**config.mk**
```make
export PLATFORM = sky130hd
export DESIGN_NAME = isa_dma_channel_setup
export DESIGN_NICKNAME = d
export VERILOG_FILES = /design/src/sv/idcs_pkg.sv /design/src/sv/idcs_ctrl.sv /design/src/sv/idcs_dp.sv /design/src/sv/isa_dma_channel_setup.sv
export SDC_FILE = /design/constraint.sdc
export NUM_CORES = 1
export LEC_CHECK = 0
export ABC_CLOCK_PERIOD_IN_PS = 6400
export BUFFER_PORTS_ARGS = -buffer_cell sky130_fd_sc_hd__buf_2
export CAP_MARGIN = 20
export CORE_MARGIN = 2
export CORE_UTILIZATION = 55
export DETAILED_ROUTE_END_ITERATION = 16
export GPL_TIMING_DRIVEN = 0
export PLACE_DENSITY = 0.77
export SETUP_SLACK_MARGIN = 0.05
export SYNTH_ARGS = -nofsm -noshare
export SYNTH_HDL_FRONTEND = slang
export SYNTH_SLANG_ARGS = --single-unit
export TNS_END_PERCENT = 100
```
**constraint.sdc**
```tcl
create_clock -name i_clk -period 6.4 [get_ports i_clk]
set_input_delay 0.64 -clock i_clk [delete_from_list [all_inputs] [get_ports i_clk]]
set_output_delay 0.64 -clock i_clk [all_outputs]
set_load 0.05 [all_outputs]
```
**src/sv/idcs_pkg.sv**
```systemverilog
// shared types, codes and tables for the isa dma channel setup block
`default_nettype none

package idcs_pkg;

    localparam int NUM_CHANNELS = 8;
    localparam int CHAN_IDX_W   = $clog2(NUM_CHANNELS);

    // commands
    localparam logic [1:0] CMD_PREPARE = 2'd0;
    localparam logic [1:0] CMD_START   = 2'd1;
    localparam logic [1:0] CMD_STOP    = 2'd2;
    localparam logic [1:0] CMD_STATUS  = 2'd3;

    // result codes
    localparam logic [2:0] RC_OK        = 3'd0;
    localparam logic [2:0] RC_INVALID   = 3'd1;
    localparam logic [2:0] RC_ADDR_HIGH = 3'd2;
    localparam logic [2:0] RC_BAD_LEN   = 3'd3;
    localparam logic [2:0] RC_CASCADE   = 3'd4;

    // channel status
    localparam logic [1:0] ST_IDLE     = 2'd0;
    localparam logic [1:0] ST_PREPARED = 2'd1;
    localparam logic [1:0] ST_RUNNING  = 2'd2;
    localparam logic [1:0] ST_ERROR    = 2'd3;

    localparam logic [CHAN_IDX_W-1:0] CASCADE_CHAN = CHAN_IDX_W'(4);

    localparam logic [31:0] LIMIT_LO_BYTES = 32'h0001_0000;
    localparam logic [31:0] LIMIT_HI_BYTES = 32'h0002_0000;
    localparam logic [31:0] ADDR_LIMIT     = 32'h00FF_FFFF;

    localparam logic [7:0] MODE_SINGLE = 8'h40;
    localparam logic [7:0] MODE_READ   = 8'h08;
    localparam logic [7:0] MODE_WRITE  = 8'h04;
    localparam logic [7:0] WIDE_BASE   = 8'hC0;

    typedef struct packed {
        logic [1:0]  cmd;
        logic [3:0]  chan;
        logic [31:0] buf_addr;
        logic [31:0] xfer_len;
        logic        to_device;
    } t_in_item;

    typedef struct packed {
        logic [2:0]  result_code;
        logic [1:0]  chan_status;
        logic [17:0] remaining_bytes;
        logic [7:0]  mode_byte;
        logic [15:0] addr_word;
        logic [7:0]  addr_page;
        logic [15:0] count_word;
        logic [7:0]  reg_base;
        logic [7:0]  page_port;
        logic [2:0]  mask_byte;
        logic        regs_valid;
    } t_out_item;

    // controller to datapath commands
    typedef struct packed {
        logic load;
        logic exec;
    } t_dp_cmd;

    function automatic logic [7:0] page_port_of(input logic [CHAN_IDX_W-1:0] ch);
        logic [7:0] port;
        unique case (ch)
            3'd0:    port = 8'h87;
            3'd1:    port = 8'h83;
            3'd2:    port = 8'h81;
            3'd3:    port = 8'h82;
            3'd5:    port = 8'h8B;
            3'd6:    port = 8'h89;
            3'd7:    port = 8'h8A;
            default: port = 8'h00;
        endcase
        return port;
    endfunction

endpackage

`default_nettype wire

```
**src/sv/idcs_ctrl.sv**
```systemverilog
// controller: sequences capture and execute of one item
`default_nettype none

module idcs_ctrl (
    input  wire logic             i_clk,
    input  wire logic             i_rst_n,
    input  wire logic             start,
    output logic                  busy,
    output idcs_pkg::t_dp_cmd     o_cmd,
    output logic                  o_result_valid
);

    localparam logic S_IDLE = 1'b0;
    localparam logic S_EXEC = 1'b1;

    logic r_state;
    logic n_state;
    logic r_valid;

    always_comb begin
        n_state = r_state;
        unique case (r_state)
            S_IDLE: begin
                if (start) n_state = S_EXEC;
            end
            S_EXEC: begin
                n_state = S_IDLE;
            end
            default: n_state = S_IDLE;
        endcase
    end

    always_ff @(posedge i_clk) begin
        if (!i_rst_n) begin
            r_state <= S_IDLE;
            r_valid <= 1'b0;
        end else begin
            r_state <= n_state;
            r_valid <= (r_state == S_EXEC);
        end
    end

    assign busy           = (r_state == S_EXEC);
    assign o_cmd.load     = (r_state == S_IDLE) && start;
    assign o_cmd.exec     = (r_state == S_EXEC);
    assign o_result_valid = r_valid;

endmodule

`default_nettype wire

```
**src/sv/idcs_dp.sv**
```systemverilog
// datapath: channel table, prepare checks and register value derivation
`default_nettype none

module idcs_dp (
    input  wire logic                 i_clk,
    input  wire logic                 i_rst_n,
    input  wire idcs_pkg::t_dp_cmd    i_cmd,
    input  wire idcs_pkg::t_in_item   i_item,
    output idcs_pkg::t_out_item       o_result
);

    localparam int IW = idcs_pkg::CHAN_IDX_W;
    localparam int NC = idcs_pkg::NUM_CHANNELS;

    idcs_pkg::t_in_item  r_in;
    idcs_pkg::t_out_item r_res;
    idcs_pkg::t_out_item n_res;

    logic        r_used [NC];
    logic [1:0]  r_st   [NC];
    logic [17:0] r_len  [NC];

    logic [IW-1:0] idx;
    logic          wide;
    logic [1:0]    n_st;
    logic          prep_ok;
    logic [31:0]   limit;
    logic [15:0]   count_base;

    always_comb begin
        idx        = r_in.chan[IW-1:0];
        wide       = idx[IW-1];
        limit      = wide ? idcs_pkg::LIMIT_HI_BYTES : idcs_pkg::LIMIT_LO_BYTES;
        count_base = wide ? r_in.xfer_len[16:1] : r_in.xfer_len[15:0];
        n_st       = r_st[idx];
        prep_ok    = 1'b0;
        n_res      = '0;

        if (r_in.chan[3]) begin
            n_res.result_code = idcs_pkg::RC_INVALID;
        end else begin
            priority if (r_in.cmd == idcs_pkg::CMD_STATUS) begin
                n_res.remaining_bytes = r_used[idx] ? r_len[idx] : 18'd0;
            end else if (idx == idcs_pkg::CASCADE_CHAN) begin
                n_res.result_code = idcs_pkg::RC_CASCADE;
            end else begin
                unique case (r_in.cmd)
                    idcs_pkg::CMD_PREPARE: begin
                        priority if (r_in.buf_addr > idcs_pkg::ADDR_LIMIT) begin
                            n_res.result_code = idcs_pkg::RC_ADDR_HIGH;
                        end else if (r_in.xfer_len == 32'd0 || r_in.xfer_len > limit) begin
                            n_res.result_code = idcs_pkg::RC_BAD_LEN;
                        end else if (wide && r_in.buf_addr[0]) begin
                            n_res.result_code = idcs_pkg::RC_INVALID;
                        end else begin
                            prep_ok          = 1'b1;
                            n_st             = idcs_pkg::ST_PREPARED;
                            n_res.mode_byte  = idcs_pkg::MODE_SINGLE
                                | (r_in.to_device ? idcs_pkg::MODE_READ
                                                  : idcs_pkg::MODE_WRITE)
                                | {6'd0, idx[1:0]};
                            n_res.addr_word  = wide ? r_in.buf_addr[16:1]
                                                    : r_in.buf_addr[15:0];
                            n_res.addr_page  = r_in.buf_addr[23:16];
                            n_res.count_word = count_base - 16'd1;
                            n_res.reg_base   = (wide ? idcs_pkg::WIDE_BASE : 8'h00)
                                | {5'd0, idx[1:0], 1'b0};
                            n_res.page_port  = idcs_pkg::page_port_of(idx);
                            n_res.mask_byte  = {1'b1, idx[1:0]};
                            n_res.regs_valid = 1'b1;
                        end
                    end
                    idcs_pkg::CMD_START: begin
                        if (!r_used[idx] || !r_st[idx][0]) begin
                            n_res.result_code = idcs_pkg::RC_INVALID;
                        end else begin
                            n_st            = idcs_pkg::ST_RUNNING;
                            n_res.mask_byte = {1'b0, idx[1:0]};
                        end
                    end
                    idcs_pkg::CMD_STOP: begin
                        if (r_st[idx] == idcs_pkg::ST_RUNNING) begin
                            n_st = idcs_pkg::ST_PREPARED;
                        end
                        n_res.mask_byte = {1'b1, idx[1:0]};
                    end
                    default: begin
                        // status query is handled above
                    end
                endcase
            end
        end

        n_res.chan_status = r_in.chan[3] ? idcs_pkg::ST_ERROR : n_st;
    end

    // control state of the channel table
    always_ff @(posedge i_clk) begin
        if (!i_rst_n) begin
            for (int i = 0; i < NC; i++) begin
                r_used[i] <= 1'b0;
                r_st[i]   <= idcs_pkg::ST_IDLE;
            end
        end else if (i_cmd.exec && !r_in.chan[3]) begin
            r_st[idx] <= n_st;
            if (prep_ok) r_used[idx] <= 1'b1;
        end
    end

    // payload registers
    always_ff @(posedge i_clk) begin
        if (i_cmd.load) r_in <= i_item;
        if (i_cmd.exec) r_res <= n_res;
        if (i_cmd.exec && prep_ok) r_len[idx] <= r_in.xfer_len[17:0];
    end

    assign o_result = r_res;

endmodule

`default_nettype wire

```
**src/sv/isa_dma_channel_setup.sv**
```systemverilog
// top level: isa dma channel setup, controller plus datapath
//
//  channel   signals                        direction  transfer rule
//  command   start, busy, i_item            in         taken when start && !busy
//  result    o_result_valid, o_result       out        one cycle strobe, no stall
//
// items are taken one at a time: a capture edge, then the execute state, which
// reads and updates the eight-entry channel table through a single port.
// the result shows in the cycle after the execute cycle, on the same cycle in
// which busy is low again and the next item can be taken.
// synchronous active-low reset clears channel used and status bits.
// the receiver cannot stall; each result is qualified by the o_result_valid strobe.
`default_nettype none

module isa_dma_channel_setup (
    input  wire logic                 i_clk,
    input  wire logic                 i_rst_n,
    input  wire logic                 start,
    output logic                      busy,
    input  wire idcs_pkg::t_in_item   i_item,
    output logic                      o_result_valid,
    output idcs_pkg::t_out_item       o_result
);

    idcs_pkg::t_dp_cmd dp_cmd;

    idcs_ctrl u_ctrl (
        .i_clk          (i_clk),
        .i_rst_n        (i_rst_n),
        .start          (start),
        .busy           (busy),
        .o_cmd          (dp_cmd),
        .o_result_valid (o_result_valid)
    );

    idcs_dp u_dp (
        .i_clk    (i_clk),
        .i_rst_n  (i_rst_n),
        .i_cmd    (dp_cmd),
        .i_item   (i_item),
        .o_result (o_result)
    );

endmodule

`default_nettype wire
```
==> metrics.yaml <==
die:
  core_sq_mm: 0.0227
  die_w_microns: 156
  rows: 55
  die_area_sq_mm: 0.0245
  start_util_pct: 56.2
  ios: 167
  dieHeight_microns: 156
power_and_ir_drop:
  leakage_uw: 0.00560
  power_density_mw_per_mm2: 298
  vdd_drop_max_uv: 256
  power_uw: 4530
detailed_routing:
  via_count: 7492
  post_drt_wl_per_cell_microns: 21.1
  dr.pass1.iters: 6
  ant_nets: 0
  initialDrtViolationCount: 728
  vias_per_cell: 5.77
  wl_mm: 27.4
  drc: 0
global_routing:
  grt_usage_pct: 22.7
  grt_pass1_wl_mm: 41.4
  grt_max_degree: 72
  antenna_found_initial: 1
  gr-total-overflow: 0
  first_global_vias: 7534
clock_network:
  h-tree-depth: 1
  root_buffer: "clkbuf_16"
  clock_latency_ns: 0.55
  cts.hold.buffers_added: 0
  post_cts_buffers: 0
  cts_buffers: 31
  clock_sinks: 322
  cts_tree: "yes"
  clkSlewWorstSetupHoldPaths_ns: 0.06
  cts_buffer_depth: 3
  cts_resized: 0
critical_path:
  start_kind: "flop"
  required_ns: 6.56
  endpoint_kind: "flop"
  crit_fanout: 18
  r2r_setup_slack_ns: 1.04
  crit_type: "flop to flop"
  worstPathArrival_ns: 5.52
yosys:
  synth_enable_flop_cells: 309
  yosys_most_used_dff: "edfxtp_1"
  yosysSeqAreaShare_pct: 74.7
  ys_types: 54
  netlist_instances: 763
  async_flop_share_pct: 0
  yosys_register_bits: 322
  ys_warn_count: 0
  netlist_area_sq_mm: 0.0128
  avgSynthCellArea_sq_um: 16.7
place:
  dp_hpwl_mm: 18.1
  gp_congestion: 0.885
  dpl-instance-area_sq_mm: 0.0141
  portBuffers: 156
layout:
  utilization_pct: 67.0
  final_area_sq_mm: 0.0152
  drive_above_1_share_pct: 29.2
  syn2layout_area_growth_pct: 19.2
  antenna_cells: 0
  nets: 1066
run_status:
  status: "completed"
sta:
  fmaxAchievable_ghz: 0.187
  rsz0062_at_grt: "no"
  relSlewSlack_pct: 24.5
  finalCritPeriodShare_pct: 83.7
  finClkSkew_ns: 0.0103
  setup_viol: 0
  tightestPinTransition_ns: 1.12
  final.min_clock_period_ns: 5.36
  hold_viol: 0
  tns_ns: 0
  whs_ns: 0.263
  slew_violations: 0
min_path:
  hold_path.class: "input pin to flop"
job:
  drv_cap: 0
layer usage:
layer  wire (microns)  track usage [%]  up-vias
li1                 -                -     3372
met1            10800             29.8     3676
met2            13500             37.9      377
met3             2380             5.43       65
met4              768             7.21        2
met5               15                0        -
worst paths after layout:
kind | to | from | depth (start not counted)
min reg2reg | u_dp.r_used[6]$_DFF_P_ | u_dp.r_used[6]$_DFF_P_ | 2
max | u_dp.r_len[2][15]$_DFFE_PP_ | u_dp.idx[2]$_DFFE_PP_ | 13
min | u_dp.r_in[68]$_DFFE_PP_ | i_item[68] | 1
max reg2reg | u_dp.r_len[2][15]$_DFFE_PP_ | u_dp.idx[2]$_DFFE_PP_ | 13
Yosys cell counts, types with 7 or more instances:
cell type | number | area share [%]
a21oi_1 | 49 | 1.9
nor3_1 | 13 | 0.51
mux2i_1 | 23 | 1.8
mux4_2 | 42 | 7.4
nand3_1 | 13 | 0.51
nor2b_1 | 10 | 0.49
edfxtp_1 | 309 | 73
dfxtp_1 | 13 | 2.0
nor4_1 | 13 | 0.64
nand2_1 | 65 | 1.9
inv_1 | 10 | 0.29
clkbuf_1 | 26 | 0.76
buf_4 | 14 | 0.82
and2_1 | 17 | 0.83
nor2_1 | 47 | 1.4
buf_1 | 7 | 0.21
worst max-delay path: stages (launching register included):
cell	delay [ns]
edfxtp_1	0.39
clkbuf_1	0.39
buf_1	0.45
clkbuf_1	0.46
clkinv_1	0.42
clkbuf_1	0.46
ha_1	0.45
a21oi_1	0.17
a31oi_1	0.14
or3_1	0.39
buf_2	0.17
inv_2	0.09
buf_6	0.14
and3_1	0.84
placed cells by master (no fill, tap or decap), drive strengths merged, types with 3 or more instances in the layout:
cell type and count:
and3 3, nand3 13, clkinv 15, nor4 13
mux2i 23, ha 3, edfxtp 309, or4 5
nor3 13, a31oi 6, nand2 65, o21ai 6
xor2 5, a32o 3, clkbuf 67, inv 11
dfxtp 13, conb 28, or3b 3, a21oi 49
xnor2 4, mux4 42, buf 195, nor2 47
and2 17, nand2b 3, nor2b 10, or3 6
nand4 4, mux2 4
cells by family (layout without fill, tap and decap cells):
logic type	count (synthesis)	count (layout)	share of synthesized area [%]
compound gates	82	82	4.11
xor+xnor	9	9	0.617
other cells	1	28	0.0294
buf+inv	67	290	2.61
mux	69	69	9.56
simple gates	210	210	8.08
flops	322	322	74.7
fa+ha+maj	3	3	0.294
report_power, final:
part	switching [uW]	internal (uW)
combinational	190	99.3
sequential	43.3	2370
clock	734	1100
flip-flops by register name, summed over array words and instances (netlist names), named ones only:
| register | cells |
|---|---|
| u_ctrl.busy | 1 |
| u_ctrl.o_result_valid | 1 |
| u_dp.idx | 3 |
| u_dp.o_result | 78 |
| u_dp.r_in | 68 |
| u_dp.r_len | 144 |
| u_dp.r_st | 16 |
| u_dp.r_used | 8 |
final cells by class:
class | count | area (sq um)
Buffer | 55 | 292
Clock buffer | 41 | 937
Clock inverter | 16 | 124
Fill cell | 1570 | 7480
Inverter | 12 | 45.0
Multi-Input combinational cell | 401 | 3020
Sequential cell | 322 | 9540
Tap cell | 285 | 357
Timing Repair Buffer | 166 | 911
per-stage QoR:
stage,std cells,setup WS [ns]
2_1_floorplan,790,1.09
3_3_place_gp,1231,-1.50
4_1_cts,1296,1.10
3_5_place_dp,1239,1.17
6_report,1298,1.04
5_1_grt,1298,0.833
(Power assumes the default switching activity.)
